### src/rtl/btts_pkg.sv
// btts_pkg: shared constants and codes for the ber-tlv tag search block
// no dependencies; imported by ber_tlv_tag_search

package btts_pkg;

  // field widths
  localparam int unsigned ByteW   = 8;
  localparam int unsigned TagW    = 24;
  localparam int unsigned LenW    = 16;
  localparam int unsigned PosW    = 17;
  localparam int unsigned StatusW = 3;
  localparam int unsigned IdxW    = 2;

  // byte position saturates here
  localparam logic [PosW-1:0] PosMax = '1;

  // length and tag encoding bytes
  localparam logic [ByteW-1:0] ShortLenMax = 8'h7F;
  localparam logic [ByteW-1:0] LongLen1    = 8'h81;
  localparam logic [ByteW-1:0] LongLen2    = 8'h82;
  localparam logic [ByteW-1:0] TagMoreMask = 8'h1F;
  localparam logic [ByteW-1:0] TagContMask = 8'h80;

  // configuration register indexes
  localparam logic [IdxW-1:0] RegTemplateTag = 2'd0;
  localparam logic [IdxW-1:0] RegTargetTag   = 2'd1;

  // register reset values
  localparam logic [ByteW-1:0] TemplateTagRst = 8'hFC;
  localparam logic [TagW-1:0]  TargetTagRst   = '0;

  // result status codes
  typedef enum logic [StatusW-1:0] {
    ST_FOUND        = 3'd0,
    ST_NOT_FOUND    = 3'd1,
    ST_WRONG_TMPL   = 3'd2,
    ST_BAD_OUTER    = 3'd3,
    ST_LEN_MISMATCH = 3'd4
  } status_t;

  // header fault codes
  typedef enum logic [1:0] {
    HF_NONE      = 2'd0,
    HF_TEMPLATE  = 2'd1,
    HF_OUTER_LEN = 2'd2,
    HF_EXCESS    = 2'd3
  } fault_t;

endpackage

### src/rtl/ber_tlv_tag_search.sv
// ber_tlv_tag_search: walks a ber-tlv template one byte per beat, reports the first match
// the result beat is registered and valid in the cycle after the last byte is accepted
// throughput: one byte per cycle while in_stall is low; the parse state updates in a single pass per byte
// input is held off only when a last byte arrives while a previous result is still stalled
// reset (rst, synchronous): parse state cleared, template_tag = 0xFC, target_tag = 0
// depends on btts_pkg

module ber_tlv_tag_search
  import btts_pkg::*;
(
  input  logic                clk,
  input  logic                rst,
  // input bytes
  input  logic                in_valid,
  output logic                in_stall,
  input  logic [ByteW-1:0]    data_byte,
  input  logic                last_byte,
  // configuration writes
  input  logic                cfg_write,
  input  logic [IdxW-1:0]     cfg_index,
  input  logic [TagW-1:0]     cfg_data,
  // results
  output logic                out_valid,
  input  logic                out_stall,
  output logic [StatusW-1:0]  status,
  output logic [TagW-1:0]     found_tag,
  output logic [PosW-1:0]     value_offset,
  output logic [LenW-1:0]     value_length
);

  typedef enum logic [3:0] {
    PH_TMPL      = 4'd0,
    PH_OLEN1     = 4'd1,
    PH_OLEN_MORE = 4'd2,
    PH_TAG1      = 4'd3,
    PH_TAG2      = 4'd4,
    PH_TAG3      = 4'd5,
    PH_ILEN1     = 4'd6,
    PH_ILEN_MORE = 4'd7,
    PH_SKIP      = 4'd8,
    PH_SKIP_CAND = 4'd9,
    PH_STOP      = 4'd10,
    PH_IGNORE    = 4'd11
  } phase_t;

  // configuration registers
  logic [ByteW-1:0] template_tag;
  logic [TagW-1:0]  target_tag;

  // parse state
  phase_t           phase, phase_next;
  fault_t           fault, fault_next;
  logic [PosW-1:0]  byte_pos, byte_pos_next;
  logic [LenW-1:0]  outer_len, outer_len_next;
  logic [TagW-1:0]  tag_acc, tag_acc_next;
  logic [LenW-1:0]  len_acc, len_acc_next;
  logic [1:0]       len_left, len_left_next;
  logic [LenW-1:0]  skip_left, skip_left_next;
  logic             match_latched, match_latched_next;
  logic [TagW-1:0]  match_tag, match_tag_next;
  logic [PosW-1:0]  match_off, match_off_next;
  logic [LenW-1:0]  match_len, match_len_next;

  logic             len_done;
  logic [LenW-1:0]  len_val;
  logic             cand;
  logic [PosW-1:0]  pos_inc;
  status_t          status_next;
  logic             in_accept;

  // hold input only when a result is stuck and this beat would make another
  assign in_stall  = out_valid && out_stall && last_byte;
  assign in_accept = in_valid && !in_stall;

  assign pos_inc = (byte_pos == PosMax) ? PosMax : byte_pos + 1'b1;

  // per-byte parse step
  always_comb begin
    phase_next         = phase;
    fault_next         = fault;
    outer_len_next     = outer_len;
    tag_acc_next       = tag_acc;
    len_acc_next       = len_acc;
    len_left_next      = len_left;
    skip_left_next     = skip_left;
    match_latched_next = match_latched;
    match_tag_next     = match_tag;
    match_off_next     = match_off;
    match_len_next     = match_len;
    byte_pos_next      = pos_inc;
    len_done           = 1'b0;
    len_val            = '0;
    cand               = 1'b0;

    // count down the inner bytes still expected by the outer length
    if (phase >= PH_TAG1 && phase <= PH_STOP && fault == HF_NONE) begin
      if (outer_len == '0) begin
        fault_next = HF_EXCESS;
      end else begin
        outer_len_next = outer_len - 1'b1;
      end
    end

    case (phase)
      PH_TMPL: begin
        if (data_byte != template_tag) begin
          fault_next = HF_TEMPLATE;
          phase_next = PH_IGNORE;
        end else begin
          phase_next = PH_OLEN1;
        end
      end
      PH_OLEN1: begin
        if (data_byte <= ShortLenMax) begin
          outer_len_next = {{(LenW-ByteW){1'b0}}, data_byte};
          phase_next     = PH_TAG1;
        end else if (data_byte == LongLen1 || data_byte == LongLen2) begin
          outer_len_next = '0;
          len_left_next  = (data_byte == LongLen1) ? 2'd1 : 2'd2;
          phase_next     = PH_OLEN_MORE;
        end else begin
          fault_next = HF_OUTER_LEN;
          phase_next = PH_IGNORE;
        end
      end
      PH_OLEN_MORE: begin
        outer_len_next = {outer_len[ByteW-1:0], data_byte};
        len_left_next  = len_left - 2'd1;
        if (len_left == 2'd1) begin
          phase_next = PH_TAG1;
        end
      end
      PH_TAG1: begin
        tag_acc_next = {{(TagW-ByteW){1'b0}}, data_byte};
        if ((data_byte & TagMoreMask) == TagMoreMask) begin
          phase_next = PH_TAG2;
        end else begin
          phase_next = PH_ILEN1;
        end
      end
      PH_TAG2: begin
        tag_acc_next = {tag_acc[TagW-ByteW-1:0], data_byte};
        if ((data_byte & TagContMask) == TagContMask) begin
          phase_next = PH_TAG3;
        end else begin
          phase_next = PH_ILEN1;
        end
      end
      PH_TAG3: begin
        tag_acc_next = {tag_acc[TagW-ByteW-1:0], data_byte};
        phase_next   = PH_ILEN1;
      end
      PH_ILEN1: begin
        if (data_byte <= ShortLenMax) begin
          len_val      = {{(LenW-ByteW){1'b0}}, data_byte};
          len_acc_next = len_val;
          len_done     = 1'b1;
        end else if (data_byte == LongLen1 || data_byte == LongLen2) begin
          len_acc_next  = '0;
          len_left_next = (data_byte == LongLen1) ? 2'd1 : 2'd2;
          phase_next    = PH_ILEN_MORE;
        end else begin
          phase_next = PH_STOP;
        end
      end
      PH_ILEN_MORE: begin
        len_val       = {len_acc[ByteW-1:0], data_byte};
        len_acc_next  = len_val;
        len_left_next = len_left - 2'd1;
        len_done      = (len_left == 2'd1);
      end
      PH_SKIP, PH_SKIP_CAND: begin
        skip_left_next = skip_left - 1'b1;
        if (skip_left == {{(LenW-1){1'b0}}, 1'b1}) begin
          if (phase == PH_SKIP_CAND) begin
            match_latched_next = 1'b1;
          end
          phase_next = PH_TAG1;
        end
      end
      default: begin
      end
    endcase

    // inner length complete: candidate check and value skip
    if (len_done) begin
      cand = !match_latched && (tag_acc == target_tag);
      if (cand) begin
        match_tag_next = tag_acc;
        match_len_next = len_val;
        if (len_val == '0) begin
          match_off_next     = '0;
          match_latched_next = 1'b1;
        end else begin
          match_off_next = pos_inc;
        end
      end
      if (len_val == '0) begin
        phase_next = PH_TAG1;
      end else begin
        skip_left_next = len_val;
        phase_next     = cand ? PH_SKIP_CAND : PH_SKIP;
      end
    end
  end

  // final status, by priority
  always_comb begin
    if (fault_next == HF_TEMPLATE) begin
      status_next = ST_WRONG_TMPL;
    end else if (fault_next == HF_OUTER_LEN || phase_next == PH_TMPL ||
                 phase_next == PH_OLEN1 || phase_next == PH_OLEN_MORE) begin
      status_next = ST_BAD_OUTER;
    end else if (fault_next == HF_EXCESS || outer_len_next != '0) begin
      status_next = ST_LEN_MISMATCH;
    end else if (match_latched_next) begin
      status_next = ST_FOUND;
    end else begin
      status_next = ST_NOT_FOUND;
    end
  end

  // configuration registers
  always_ff @(posedge clk) begin
    if (rst) begin
      template_tag <= TemplateTagRst;
      target_tag   <= TargetTagRst;
    end else if (cfg_write) begin
      unique case (cfg_index)
        RegTemplateTag: template_tag <= cfg_data[ByteW-1:0];
        RegTargetTag:   target_tag   <= cfg_data;
        default: begin
        end
      endcase
    end
  end

  // parse state registers; a last byte starts a fresh message
  always_ff @(posedge clk) begin
    if (rst || (in_accept && last_byte)) begin
      phase         <= PH_TMPL;
      fault         <= HF_NONE;
      byte_pos      <= '0;
      outer_len     <= '0;
      tag_acc       <= '0;
      len_acc       <= '0;
      len_left      <= '0;
      skip_left     <= '0;
      match_latched <= 1'b0;
      match_tag     <= '0;
      match_off     <= '0;
      match_len     <= '0;
    end else if (in_accept) begin
      phase         <= phase_next;
      fault         <= fault_next;
      byte_pos      <= byte_pos_next;
      outer_len     <= outer_len_next;
      tag_acc       <= tag_acc_next;
      len_acc       <= len_acc_next;
      len_left      <= len_left_next;
      skip_left     <= skip_left_next;
      match_latched <= match_latched_next;
      match_tag     <= match_tag_next;
      match_off     <= match_off_next;
      match_len     <= match_len_next;
    end
  end

  // result register
  always_ff @(posedge clk) begin
    if (rst) begin
      out_valid <= 1'b0;
    end else if (in_accept && last_byte) begin
      out_valid <= 1'b1;
    end else if (!out_stall) begin
      out_valid <= 1'b0;
    end
  end

  always_ff @(posedge clk) begin
    if (in_accept && last_byte) begin
      status <= status_next;
      if (status_next == ST_FOUND) begin
        found_tag    <= match_tag_next;
        value_offset <= match_off_next;
        value_length <= match_len_next;
      end else begin
        found_tag    <= '0;
        value_offset <= '0;
        value_length <= '0;
      end
    end
  end

`ifndef SYNTH
  // input is held off only while a result waits
  a_stall_needs_result: assert property (@(posedge clk) disable iff (rst)
    in_stall |-> out_valid)
    else $error("input stalled with no pending result");

  // a last byte always returns the parser to the template phase
  a_last_clears: assert property (@(posedge clk) disable iff (rst)
    in_accept && last_byte |=> phase == PH_TMPL && byte_pos == '0 && !match_latched)
    else $error("parse state not cleared after last byte");

  // a result beat follows every accepted last byte
  a_last_gives_result: assert property (@(posedge clk) disable iff (rst)
    in_accept && last_byte |=> out_valid)
    else $error("no result after last byte");

  // result fields are zero unless found
  a_zero_unless_found: assert property (@(posedge clk) disable iff (rst)
    out_valid && status != ST_FOUND |->
      found_tag == '0 && value_offset == '0 && value_length == '0)
    else $error("nonzero fields on a miss");

  // a zero-length match has a zero offset
  a_zero_len_offset: assert property (@(posedge clk) disable iff (rst)
    out_valid && status == ST_FOUND && value_length == '0 |-> value_offset == '0)
    else $error("offset set for empty value");
`endif

endmodule
### config.mk
export PLATFORM = sky130hd
export DESIGN_NAME = ber_tlv_tag_search
export DESIGN_NICKNAME = d
export VERILOG_FILES = /design/src/rtl/btts_pkg.sv /design/src/rtl/ber_tlv_tag_search.sv
export SDC_FILE = /design/constraint.sdc
export NUM_CORES = 1
export LEC_CHECK = 0
export BUFFER_PORTS_ARGS = -buffer_cell sky130_fd_sc_hd__clkbuf_2
export CAP_MARGIN = 5
export CORE_AREA = 3 3 158 160
export CTS_BUF_LIST = sky130_fd_sc_hd__clkbuf_4
export DETAILED_ROUTE_END_ITERATION = 7
export DIE_AREA = 0 0 161 163
export HOLD_SLACK_MARGIN = 0.08
export PLACE_DENSITY = 0.82
export SETUP_SLACK_MARGIN = 0.05
export SYNTH_ARGS = -nofsm -noshare
export SYNTH_HDL_FRONTEND = slang
export SYNTH_SLANG_ARGS = --single-unit
### constraint.sdc
create_clock -name clk -period 3.55 [get_ports clk]
set_input_delay 0.71 -clock clk [delete_from_list [all_inputs] [get_ports clk]]
set_output_delay 0.71 -clock clk [all_outputs]
set_load 0.01 [all_outputs]
# Word-level counts from Yosys, hierarchy flattened
# Cells that the tools add are included.
[classes] addsub=4 order_cmp=3 n_eq_ne=27 muxes=59 reduce_logical=35
[ops] operator="$mux 16" count=9
[ops] operator="$mux 17" count=4
[ops] operator="$pmux 16 s2" count=2
[ops] operator="$mux 24" count=2
[ops] operator="$pmux 24 s2" count=1
[ops] operator="$mux 4" count=9
[ops] operator="$logic_not 16->1" count=2
[ops] operator="$pmux 4 s8" count=1
[ops] operator="$sub 16x1->16 const B" count=2
[ops] operator="$eq 24x24->1" count=1
[ops] operator="$mux 8" count=3
[ops] operator="$mux 2" count=10
[ops] operator="$add 17x1->17 const B" count=1
[ops] operator="$eq 17x17->1 const B" count=1
[ops] operator="$eq 16x1->1 const B" count=1
[ops] operator="$eq 4x3->1 const B" count=4
[ops] operator="$eq 8x8->1 const B" count=2
[ops] operator="$pmux 8 s2" count=1
[ops] operator="$reduce_bool 16->1" count=1
[ops] operator="$eq 4x2->1 const B" count=3
[ops] operator="$mux 1" count=11
[ops] operator="$mux 3" count=3
[ops] operator="$eq 4x1->1 const B" count=2
[ops] operator="$eq 4x4->1 const B" count=2
[ops] operator="other kinds (24)" count=50
[word_totals] ff_bits=240 in_bits=40 out_inout_bits=62 word_cells=147

# Longest topological paths before layout
# Gate-level depths: netlist of run 1.
[depth] ltp_word=14 depth_mapped=13 ltp_nobuf=10

# Worst setup path after synthesis of run 1
# No wires, ideal clock.
[synth_timing] path_type="input to register" from="input out_stall" to="register byte_pos[12]" setup_ns=0.128 arrival_time_ns=3.442 t_required_ns=3.422 slack_ns=-0.020 cell_stages=7 path_buffers=3 path_cell_list="nand3_1 and3_1 or2_2 clkbuf_1 clkbuf_1 clkbuf_1 nor2_1"
[synth_between] elab_chain_len=6
[synth_lines] element="from (decl)" line="ber_tlv_tag_search.sv:24" source="input logic out_stall,"
[synth_lines] element="$logic_and 1x1->1 * (2 in a row)" line="ber_tlv_tag_search.sv:72" source="assign in_stall = out_valid && out_stall && last_byte;"
[synth_lines] element="$logic_not 1->1 *" line="ber_tlv_tag_search.sv:73" source="assign in_accept = in_valid && !in_stall;"
[synth_lines] element="$logic_and 1x1->1 *" line="ber_tlv_tag_search.sv:73"
[synth_lines] element="$logic_and 1x1->1" line="ber_tlv_tag_search.sv:240" source="if (rst || (in_accept && last_byte)) begin"
[synth_lines] element="$logic_or 1x1->1" line="ber_tlv_tag_search.sv:240"
[synth_lines] element="to (signal assigned)" line="ber_tlv_tag_search.sv:256" source="byte_pos <= byte_pos_next;"
[synth_lines] element="to (decl)" line="ber_tlv_tag_search.sv:53" source="logic [PosW-1:0] byte_pos, byte_pos_next;"
# Every way passes the cells marked *; elsewhere a longest branch is shown, timed or not.
# A chain may end at the register's enable or synchronous reset.

# Final worst setup path of run 1
[layout_timing] from="register skip_left[0]" to="register found_tag[4] (data pin)"
[layout_between] elab_chain_len=11 word_cells_on_any_way=20 cone_classes="eq/ne (3); mux (12); reduce/logical (5)"
[layout_lines] element="from (decl)" line="ber_tlv_tag_search.sv:58" source="logic [LenW-1:0] skip_left, skip_left_next;"
[layout_lines] element="from (signal assigned)" line="ber_tlv_tag_search.sv:261" source="skip_left <= skip_left_next;"
[layout_lines] element="$eq 16x1->1 *" line="ber_tlv_tag_search.sv:174" source="if (skip_left == {{(LenW-1){1'b0}}, 1'b1}) begin"
[layout_lines] element="$mux 4 *" line="ber_tlv_tag_search.sv:174"
[layout_lines] element="$pmux 4 s8 *" line="ber_tlv_tag_search.sv:104" source="case (phase)"
[layout_lines] element="$mux 4 *" line="ber_tlv_tag_search.sv:186" source="if (len_done) begin"
[layout_lines] element="$logic_not 4->1" line="ber_tlv_tag_search.sv:211" source="end else if (fault_next == HF_OUTER_LEN || phase_next == PH_TMPL ||"
[layout_lines] element="$logic_or 1x1->1 (2 in a row)" line="ber_tlv_tag_search.sv:211"
[layout_lines] element="$logic_or 1x1->1 *" line="ber_tlv_tag_search.sv:212" source="phase_next == PH_OLEN1 || phase_next == PH_OLEN_MORE) begin"
[layout_lines] element="$mux 3 *" line="ber_tlv_tag_search.sv:211"
[layout_lines] element="$mux 3 *" line="ber_tlv_tag_search.sv:209" source="if (fault_next == HF_TEMPLATE) begin"
[layout_lines] element="via status_next[1]" line="ber_tlv_tag_search.sv:68" source="status_t status_next;"
[layout_lines] element="$logic_not 3->1 *" line="ber_tlv_tag_search.sv:283" source="if (status_next == ST_FOUND) begin"
[layout_lines] element="to (signal assigned)" line="ber_tlv_tag_search.sv:284" source="found_tag <= match_tag_next;"
[layout_lines] element="to (decl)" line="ber_tlv_tag_search.sv:26" source="output logic [TagW-1:0] found_tag,"
# Mark *: on every way through the listed nets, which the timed path passes. The rest lies on a longest branch.

==> reports/summary.txt, run 1 <==
Number of buffers inserted by port buffering -> 101
Leak pwr -> 4.95 nW
Net count of the finished layout -> 1519
Area of the mapped netlist -> 11800 µm²
Vert. Die Dim -> 163 µm
Number of buffers created by CTS -> 60
Rows -> 56
Cell count of the worst hold path -> 3
All-Layer GR Usage -> 0.228
Length in cells of the worst reg-to-reg path -> 10
Maximum clock skew at final layout -> 0.0753 ns
GP Congestion -> 0.951
Number of warning messages in the yosys log -> 0
Sequential area share after synthesis -> 0.456
Biggest fanout along the worst timing path -> 26
CTS sink count -> 240
Later-pin clock latency in the skew report -> 0.73 ns
I/O pin cnt -> 102
Maximum resistive drop on vdd -> 0.274 mV
Setup crit end kind -> register
Total vias in the final route -> 10.6k
Hold_buf cts -> 0
Run status -> finished, final reports clean
Largest cells by area after synthesis -> sky130_fd_sc_hd__dfxtp_1 30%, sky130_fd_sc_hd__edfxtp_1 15%, sky130_fd_sc_hd__nand2_1 6.6%
Aggregate global routing overflow -> 0
DRC viols -> 0
Register-to-Register Setup Slack -> 0.19 ns
Number of register bits inferred by synthesis -> 240
Router iterations before antenna repair -> 6
Final worst path period share -> 0.945
Overall die area -> 26200 µm²
Wire length per cell -> 16.8 µm
Number of synthesized flops with an enable pin -> 60
Core area -> 23500 µm²
Post-synth top area cell -> sky130_fd_sc_hd__dfxtp_1
Global-route wire length before repair -> 50.0 mm
Via count of the first global-routing pass -> 9990
Area share of the leading cell type in the synthesized netlist -> 0.304
Hold Fails Final Rpt -> 0
Endpoint arrival time on the critical path -> 3.90 ns
TritonCTS clock tree -> done
Instance area after placement -> 12800 µm²
Start-to-end type of the worst setup path -> reg2reg
Drt initial violations -> 1018
Final Max Tran Viols -> 0
Kind of launch point of the worst setup path -> register
Fraction of layout cells with a size suffix above 1 -> 0.215
Crit path time final -> 3.36 ns
Count of mapped cells out of synthesis -> 1356
Highest clock frequency the design can meet -> 298 MHz
Library cells used by synthesis -> 84
# Max-Cap Violations -> 0
Initial antenna violation count -> 1
Hold crit path type -> in2reg
Remaining max-slew budget at the tightest pin -> 0.407
Pin count of the biggest net entering global routing -> 63
Post-synth net total -> 1401
RSZ-0062 raised after global routing -> false
Antenna-violating nets left -> 0
Deepest clock path buffer count -> 3
H-tree depth -> 2
Share of async-settable or async-resettable flops after synthesis -> 0
Effective utilization at floorplan -> 0.503
Transition time at the pin with the least slew margin -> 0.886 ns
Most used flip-flop cell after synthesis -> sky130_fd_sc_hd__dfxtp_1
Number of vias per cell after detailed routing -> 5.78
Cell-by-cell listing of the critical path -> ha_1 -> or4b_2 -> nor4_4 -> a21oi_2 -> or4b_2 -> a211oi_1 -> or3_4 -> nand4b_4 -> buf_12 -> nor2_1
Post-Synthesis Mean Instance Area -> 8.74 µm²
Chip Width -> 161 µm
Buffer cell driving the clock tree root -> sky130_fd_sc_hd__clkbuf_4
Slowest stage cell, crit path -> sky130_fd_sc_hd__or4b_2
Total power of the final layout -> 5.98 mW
Post-Layout Inst Area -> 13600 µm²
Post-DP HPWL -> 20.8 mm
Syn-to-layout area delta -> 14.9%
CP Data Required Time -> 4.09 ns
Delay of the slowest cell on the worst path -> 0.65 ns
Total Wirelength -> 31.0 mm
Cell repeated most along the worst path -> sky130_fd_sc_hd__or4b_2
Final setup violation count -> 0
Reg clk slew, reported paths -> 0.07 ns
Power per cell area -> 439 nW/µm²
cell usage after synthesis (5+ instances only):
cell type,count
sky130_fd_sc_hd__a22oi_1,37
sky130_fd_sc_hd__nand2b_1,8
sky130_fd_sc_hd__xnor2_1,19
sky130_fd_sc_hd__nand3_1,38
sky130_fd_sc_hd__or4_1,5
sky130_fd_sc_hd__a32oi_1,12
sky130_fd_sc_hd__a311oi_1,7
sky130_fd_sc_hd__a211oi_1,13
sky130_fd_sc_hd__nor4_1,17
sky130_fd_sc_hd__nor2b_1,10
sky130_fd_sc_hd__a211o_1,9
sky130_fd_sc_hd__nor2_1,164
sky130_fd_sc_hd__dfxtp_1,180
sky130_fd_sc_hd__nand2_1,209
sky130_fd_sc_hd__inv_1,16
sky130_fd_sc_hd__xor2_1,35
sky130_fd_sc_hd__nor3_1,28
sky130_fd_sc_hd__and3_1,8
sky130_fd_sc_hd__edfxtp_1,60
sky130_fd_sc_hd__mux2i_1,43
sky130_fd_sc_hd__clkbuf_1,88
sky130_fd_sc_hd__ha_1,5
sky130_fd_sc_hd__o21ai_0,40
sky130_fd_sc_hd__a21oi_1,136
sky130_fd_sc_hd__o22ai_1,9
sky130_fd_sc_hd__nor2_4,30
sky130_fd_sc_hd__buf_2,10
sky130_fd_sc_hd__or3_1,6
sky130_fd_sc_hd__a221oi_1,5
sky130_fd_sc_hd__nand4_1,15
through the flow:
stage / setup TNS, ns / util / instances / hold WS [ns] / setup slack, ns
6_report: 0 / 0.578 / 1839 / 0.261 / 0.194
5_1_grt: 0 / 0.578 / 1839 / 0.246 / 0.0585
4_1_cts: 0 / 0.575 / 1836 / 0.216 / 0.111
3_5_place_dp: -1.88 / 0.543 / 1729 / 0.446 / -0.0798
3_3_place_gp: 0 / 0.543 / 1729 / 0.441 / 0.0189
2_1_floorplan: 0 / - / 1356 / 0.432 / 0.247
final cells by class:
cell class / count / area (µm²)
antenna: 1 / 2.50
clock buffer: 91 / 683
clock inverter: 16 / 71.3
fill: 2041 / 9930
inverter: 16 / 60.1
multi-input combinational: 995 / 5960
sequential: 240 / 5410
tap: 319 / 399
timing repair buffer: 161 / 1020
layout by cell type (no fill, tap or decap), drive strengths merged, types with 16 or more instances in the layout:
master	n
inv	18
a22oi	37
xnor2	19
buf	59
nand4	16
nor4	20
edfxtp	60
o21ai	40
nand3	38
nor3	30
dfxtp	180
clkbuf	193
nand2	209
xor2	35
mux2i	43
nor2	194
a21oi	137
where the power goes:
part	switching (mW)	internal, mW
sequential	0.0611	2.87
combinational	0.461	0.294
clock	1.13	1.17
total	1.65	4.33
path summary, 6_finish.rpt:
path / start / end
hold reg to reg: match_tag[11] / match_tag[11]
hold / removal: cfg_data[9] / target_tag[9]
setup reg to reg: skip_left[0] / found_tag[4]
setup / recovery: skip_left[0] / found_tag[4]
what timing repair did:
item	in CTS	in global routing
setup buffers	0	1
gates resized for setup	0	5
setup endpoints to repair	0	38
critical path, delay by kind of cell (launching register included):
family / cells / cell delay [ns]
AO/OA/AOI/OAI: 2 / 0.25
adder cells (fa/ha/maj): 1 / 0.17
buffers and inverters: 1 / 0.28
flip-flops: 1 / 0.38
AND/OR/NAND/NOR: 6 / 2.13
state kept, by name (all words and copies together), names as in the netlist:
register       count
found_tag         24
match_tag         24
tag_acc           24
target_tag        24
byte_pos          17
match_off         17
value_offset      17
match_len         16
outer_len         16
skip_left         16
value_length      16
len_acc            8
template_tag       8
phase              4
status             3
fault              2
len_left           2
match_latched      1
out_valid          1
kinds of logic (layout without fill, tap and decap cells):
| logic type | after synthesis | count (layout) | synth area share |
|---|---|---|---|
| flops | 240 | 240 | 0.456 |
| xor+xnor | 54 | 54 | 0.0399 |
| compound gates | 305 | 305 | 0.164 |
| buf+inv | 121 | 284 | 0.0443 |
| other cells | 0 | 1 | 0 |
| mux | 47 | 47 | 0.0401 |
| fa+ha+maj | 5 | 5 | 0.00528 |
| simple gates | 584 | 584 | 0.250 |
metal layers:
| layer | vias to the layer above | global-route usage | wire length, µm |
|---|---|---|---|
| li1 | 5095 | - | - |
| met1 | 4986 | 0.319 | 13500 |
| met2 | 485 | 0.356 | 14000 |
| met3 | 60 | 0.0468 | 2770 |
| met4 | 0 | 0.0767 | 624 |
| met5 | - | 0 | 0 |
Power figures use the tool's default switching activity.
==> inputs of run 2 (changes only) <==
--- a/config.mk
+++ b/config.mk
@@ -7,3 +7,3 @@
 export LEC_CHECK = 0
-export BUFFER_PORTS_ARGS = -buffer_cell sky130_fd_sc_hd__clkbuf_2
+export BUFFER_PORTS_ARGS = -buffer_cell sky130_fd_sc_hd__buf_4
 export CAP_MARGIN = 5
--- a/constraint.sdc
+++ b/constraint.sdc
@@ -3,2 +3,2 @@
 set_output_delay 0.71 -clock clk [all_outputs]
-set_load 0.01 [all_outputs]
+set_load 0.02 [all_outputs]
==> run 2 against run 1 <==
  * Die area stayed put
  * Sequential power about the same
  * Clock power barely moved
  * Total power grew 0.83%
  * Hold slack lost 0.034 ns
  * Critical endpoint is now value_length[11]
  * Largest cell class unchanged
  * Largest power group unchanged
  * Highest routed layer unchanged
==> reports/summary.txt, run 2 (same netlist as run 1, synthesis figures left out) <==
Final worst path period share -> 0.941 (-0.00397)
Drt initial violations -> 976 (-4.1%)
Maximum clock skew at final layout -> 0.0349 ns (-0.0404 ns)
Post-DP HPWL -> 20.8 mm (-0.23%)
Crit path time final -> 3.34 ns (-0.0141 ns)
Via count of the first global-routing pass -> 9892 (-0.98%)
Hold_buf cts -> 0 (unchanged)
Biggest fanout along the worst timing path -> 12 (-54%)
# Max-Cap Violations -> 0 (unchanged)
CP Data Required Time -> 4.00 ns (-0.09 ns)
Number of vias per cell after detailed routing -> 5.81 (+0.52%)
Vert. Die Dim -> 163 µm (unchanged)
Pin count of the biggest net entering global routing -> 75 (+19%)
CP endpoint -> value_length[11]
Setup crit end kind -> register
Post-route worst hold slack -> 0.227 ns (-0.0344 ns)
Number of buffers created by CTS -> 60 (unchanged)
Run status -> finished, final reports clean
Total vias in the final route -> 10.7k (+0.30%)
Rows -> 56 (unchanged)
All-Layer GR Usage -> 0.228 (about the same)
Origin of the worst setup path -> skip_left[4]
Hold crit path type -> in2reg
Hold Fails Final Rpt -> 0 (unchanged)
GP Congestion -> 0.899 (-5.5%)
Final Max Tran Viols -> 0 (unchanged)
Core area -> 23500 µm² (unchanged)
Endpoint arrival time on the critical path -> 3.79 ns (-0.11 ns)
Wire length per cell -> 17.0 µm (+1.2%)
Start-to-end type of the worst setup path -> reg2reg
Initial antenna violation count -> 1 (unchanged)
Global-route wire length before repair -> 50.1 mm (+0.19%)
Slowest stage cell, crit path -> sky130_fd_sc_hd__or3_1
Effective utilization at floorplan -> 0.503 (unchanged)
Cell-by-cell listing of the critical path -> or3_1 -> or2_2 -> nor4b_1 -> buf_4 -> o21ai_0 -> a211oi_1 -> or3_4 -> nand4b_4 -> buf_12 -> clkbuf_16 -> nor2_4
Buffer cell driving the clock tree root -> sky130_fd_sc_hd__clkbuf_4
Deepest clock path buffer count -> 3 (unchanged)
Delay of the slowest cell on the worst path -> 0.47 ns (-0.18 ns)
Count of cell instances traversed by the critical path -> 11 (+1)
Fraction of layout cells with a size suffix above 1 -> 0.213 (-0.00207)
Router iterations before antenna repair -> 6 (unchanged)
DRC viols -> 0 (unchanged)
Syn-to-layout area delta -> 16.9%
Total buffers and inverters traversed by the critical path -> 3 (+2)
Chip Width -> 161 µm (unchanged)
TritonCTS clock tree -> done
Transition time at the pin with the least slew margin -> 0.924 ns (+0.0374 ns)
Aggregate global routing overflow -> 0 (unchanged)
Reg clk slew, reported paths -> 0.07 ns (about the same)
Antenna-violating nets left -> 0 (unchanged)
Delay-heaviest family, CP -> simple AND/OR/NAND/NOR gates
RSZ-0062 raised after global routing -> false
Highest clock frequency the design can meet -> 299 MHz (+0.42%)
Overall die area -> 26200 µm² (unchanged)
Critical R2R Launch -> skip_left[4]
Total area of multi-input combinational cells -> 5930 µm² (-0.50%)
Net count of the finished layout -> 1516 (-0.20%)
Leading cell types in the layout, fill and taps excluded -> 209 x sky130_fd_sc_hd__nand2_1, 180 x sky130_fd_sc_hd__dfxtp_1, 163 x sky130_fd_sc_hd__nor2_1, 151 x sky130_fd_sc_hd__buf_4, 136 x sky130_fd_sc_hd__a21oi_1
Worst flop-to-flop path endpoint -> value_length[11]
Sequential cell area -> 5410 µm² (unchanged)
CTS sink count -> 240 (unchanged)
Leak pwr -> 5.02 nW (+1.4%)
Total Wirelength -> 31.3 mm (+0.97%)
Core occupancy in the finished layout -> 0.588 (+0.0102)
I/O pin cnt -> 102 (unchanged)
Register-to-Register Setup Slack -> 0.21 ns (about the same)
Most frequent standard cell in the layout excluding fill and tap cells -> sky130_fd_sc_hd__nand2_1
Final setup violation count -> 0 (unchanged)
Number of buffers inserted by port buffering -> 101 (unchanged)
Later-pin clock latency in the skew report -> 0.72 ns (about the same)
H-tree depth -> 2 (unchanged)
Maximum resistive drop on vdd -> 0.236 mV (-14%)
Power per cell area -> 435 nW/µm² (-0.92%)
Length in cells of the worst reg-to-reg path -> 11 (+1)
FILL cells -> 2042 (+0.049%)
Remaining max-slew budget at the tightest pin -> 0.382 (-0.0250)
Kind of launch point of the worst setup path -> register
==> run 2: what timing repair did <==
item,4_1_cts,5_1_grt
resized for setup,0,0
setup buffers,0,1
setup endpoints to repair,0,10
hold endpoints to repair,0,0
==> run 2: cell type report <==
class	count	area share
inverters	16	0.00434
clock inverters	14	0.00533
diodes	1	0.000181
flip-flops and latches	240	0.390
well taps	319	0.0288
multi-input cells	995	0.428
clock buffers	92	0.0499
repair buffers	158	0.0927
==> run 2: worst min-delay path by stage <==
stage             startpoint         endpoint  slack [ns]  depth (start not counted)
2_1_floorplan    len_left[1]      len_left[1]        0.43                          2
3_3_place_gp   match_tag[20]    match_tag[20]        0.44                          2
3_5_place_dp    match_off[1]     match_off[1]        0.45                          2
4_1_cts          cfg_data[4]  template_tag[4]        0.20                          2
5_1_grt          cfg_data[2]  template_tag[2]        0.22                          2
6_report         cfg_data[4]  template_tag[4]        0.23                          2
==> run 2: layer usage <==
layer,vias to the layer above,wire (µm),track usage
li1,5078,-,-
met1,5068,13800,0.327
met2,443,13900,0.344
met3,69,2860,0.0491
met4,0,716,0.0755
met5,-,0,0
==> run 2: power breakdown <==
group	leakage, nW	switching, mW	internal, mW
sequential	2.04	0.0640	2.87
combinational	2.53	0.475	0.309
clock	0.460	1.13	1.18
total	5.02	1.67	4.36
==> run 2: stage by stage <==
stage / setup TNS [ns] / instance area [µm²] / total power [mW] / setup slack, ns / instances
floorplan: 0 / 11800 / 3.49 / 0.247 / 1356
global placement: 0 / 13000 / 3.75 / 0.0675 / 1725
detailed placement: -0.00139 / 13000 / 3.75 / -0.00139 / 1725
CTS: 0 / 13800 / 6.05 / 0.139 / 1831
global route: 0 / 13800 / 6.28 / 0.0620 / 1835
finish: 0 / 13800 / 6.03 / 0.208 / 1835
==> inputs of run 3 (changes only) <==
==> constraint.sdc (replaced) <==
create_clock -name clk -period 3.55 [get_ports clk]
set_input_delay 0.355 -clock clk [delete_from_list [all_inputs] [get_ports clk]]
set_output_delay 0.355 -clock clk [all_outputs]
set_load 0.02 [all_outputs]
==> run 3 against run 2 <==
  * Sequential share of layout area fell by 0.98 points
  * Highest routed layer unchanged
  * Total power increased by 0.29%
  * Utilization grew 1.5 points
  * Sequential power about the same
  * Largest power group unchanged
  * Non-clock buffer count rose by 35
  * Design area increased by 2.6%
  * Clock skew increased by 0.047 ns
  * Register-to-register slack better by 0.04 ns
  * Cell count grew 2.0%
  * Critical path type unchanged
==> reports/summary.txt, run 3 (same netlist as run 1, synthesis figures left out) <==
Highest clock frequency the design can meet -> 303 MHz (+1.3%)
Maximum clock skew at final layout -> 0.0814 ns (+0.0465 ns)
Initial antenna violation count -> 1 (unchanged)
Total vias in the final route -> 10.8k (+1.6%)
Cell-by-cell listing of the critical path -> inv_1 -> ha_1 -> or4b_2 -> nor4_1 -> a21oi_1 -> or4b_2 -> a211oi_1 -> or3_4 -> nand4b_4 -> buf_12 -> buf_12 -> nor2_4
TritonCTS clock tree -> done
Cell count of the worst hold path -> 5 (+3)
Internal Power -> 4.35 mW (-0.11%)
Worst-case setup margin in the final layout -> 0.250 ns (+0.0425 ns)
Total Wirelength -> 32.8 mm (+5.0%)
Hold Fails Final Rpt -> 0 (unchanged)
Delay-heaviest family, CP -> simple AND/OR/NAND/NOR gates
Rows -> 56 (unchanged)
Maximum resistive drop on vdd -> 0.246 mV (+4.1%)
Vert. Die Dim -> 163 µm (unchanged)
Setup TNS -> 0 ns (unchanged)
Kind of launch point of the worst setup path -> register
H-tree depth -> 2 (unchanged)
Number of buffers inserted by port buffering -> 101 (unchanged)
Slowest stage cell, crit path -> sky130_fd_sc_hd__or4b_2
Final worst path period share -> 0.929 (-0.0120)
Deepest clock path buffer count -> 3 (unchanged)
Instance area after placement -> 13000 µm² (+0.23%)
Hold crit path type -> in2reg
Via count of the first global-routing pass -> 10.3k (+4.0%)
Remaining max-slew budget at the tightest pin -> 0.351 (-0.0318)
Start-to-end type of the worst setup path -> reg2reg
Global-route wire length before repair -> 52.0 mm (+3.9%)
Core area -> 23500 µm² (unchanged)
Core occupancy in the finished layout -> 0.603 (+0.0152)
Leading cell types in the layout, fill and taps excluded -> 209 x sky130_fd_sc_hd__nand2_1, 180 x sky130_fd_sc_hd__dfxtp_1, 163 x sky130_fd_sc_hd__nor2_1, 147 x sky130_fd_sc_hd__buf_4, 136 x sky130_fd_sc_hd__a21oi_1
# Max-Cap Violations -> 0 (unchanged)
Antenna-violating nets left -> 0 (unchanged)
Net Sw Frac -> 0.279 (+0.00293)
Number of vias per cell after detailed routing -> 5.78 (-0.40%)
Power share of the sequential group -> 0.485 (-0.002)
Final cell count without fillers -> 1872 (+2.0%)
Aggregate global routing overflow -> 0 (unchanged)
CTS sink count -> 240 (unchanged)
Final Max Tran Viols -> 0 (unchanged)
Later-pin clock latency in the skew report -> 0.74 ns (+0.02 ns)
Syn-to-layout area delta -> 19.9%
Number of buffers created by CTS -> 61 (+1.7%)
Portion of total power attributed to the clock network -> 0.379 (-0.004)
CP Data Required Time -> 3.99 ns (about the same)
Total power of the final layout -> 6.04 mW (+0.29%)
Length in cells of the worst reg-to-reg path -> 12 (+1)
Post-Layout Inst Area -> 14200 µm² (+2.6%)
Setup crit end kind -> register
Post-DP HPWL -> 21.6 mm (+4.1%)
Run status -> finished, final reports clean
Reg clk slew, reported paths -> 0.07 ns (about the same)
Drt initial violations -> 1171 (+20%)
DRC viols -> 0 (unchanged)
All-Layer GR Usage -> 0.242 (+0.0135)
Post-route worst hold slack -> 0.190 ns (-0.0368 ns)
GP Congestion -> 0.918 (+2.2%)
Cells after DPL -> 1724 (-0.058%)
I/O pin cnt -> 102 (unchanged)
Chip Width -> 161 µm (unchanged)
Proportion of power drawn by combinational gates -> 0.136 (+0.006)
Final setup violation count -> 0 (unchanged)
Biggest fanout along the worst timing path -> 10 (-2)
Router iterations before antenna repair -> 6 (unchanged)
Overall die area -> 26200 µm² (unchanged)
Count of cell instances traversed by the critical path -> 12 (+1)
RSZ-0062 raised after global routing -> false
Endpoint arrival time on the critical path -> 3.74 ns (-0.05 ns)
Fraction of layout cells with a size suffix above 1 -> 0.203 (-0.00945)
Most frequent standard cell in the layout excluding fill and tap cells -> sky130_fd_sc_hd__nand2_1
Delay of the slowest cell on the worst path -> 0.66 ns (+0.19 ns)
Wire length per cell -> 17.5 µm (+2.9%)
Power per cell area -> 425 nW/µm² (-2.2%)
Crit path time final -> 3.30 ns (-0.0425 ns)
Total buffers and inverters traversed by the critical path -> 3 (unchanged)
Transition time at the pin with the least slew margin -> 0.964 ns (+0.0403 ns)
Effective utilization at floorplan -> 0.503 (unchanged)
Buffer cell driving the clock tree root -> sky130_fd_sc_hd__clkbuf_4
Net count of the finished layout -> 1552 (+2.4%)
Pin count of the biggest net entering global routing -> 65 (-13%)
Leak pwr -> 5.16 nW (+2.7%)
Setup slack after placement -> 0.0682 ns (+0.0696 ns)
Net switching power -> 1.69 mW (+1.4%)
==> run 3: power by group through the flow <==
stage,clock network (mW),registers [mW],logic [mW]
3_5_place_dp,0,2.99,0.771
4_1_cts,2.33,2.93,0.807
3_3_place_gp,0,2.98,0.760
5_1_grt,2.47,2.93,0.889
6_report,2.29,2.93,0.824
2_1_floorplan,0,3.00,0.494
==> run 3: worst min-delay path: cells and delay by family <==
family	cells	cell delay, ns
mux	1	0.13
simple gates	2	0.12
buf+inv	2	0.27
==> run 3: cell type report <==
cell class	count	area, µm²
sequential	240	5410
clock buffer	89	668
fill	1975	9340
inverter	16	60.1
multi-input combinational	995	5940
timing repair buffer	193	1640
antenna	2	5.00
clock inverter	18	85.1
tap	319	399
==> run 3: routing by layer <==
metal	routed length, µm	part of all wire	vias to the layer above	track usage
met1	13800	0.42	5076	0.321
met5	0	0	-	0
met2	15000	0.46	517	0.385
met3	3090	0.094	87	0.0615
li1	-	-	5149	-
met4	879	0.027	0	0.0884
==> run 3: path summary, 6_finish.rpt <==
path,start,endpoint,slack (ns)
hold reg to reg,match_tag[11],match_tag[11],0.45
hold / removal,cfg_index[1],template_tag[0],0.19
setup reg to reg,skip_left[1],value_length[4],0.25
setup / recovery,skip_left[1],value_length[4],0.25
==> run 3: what timing repair did <==
action | CTS | global route
setup buffers | 0 | 1
hold buffers | 38 | 0
endpoints found under the hold margin | 57 | 0
endpoints found under the setup margin | 0 | 54
resized for setup | 0 | 1
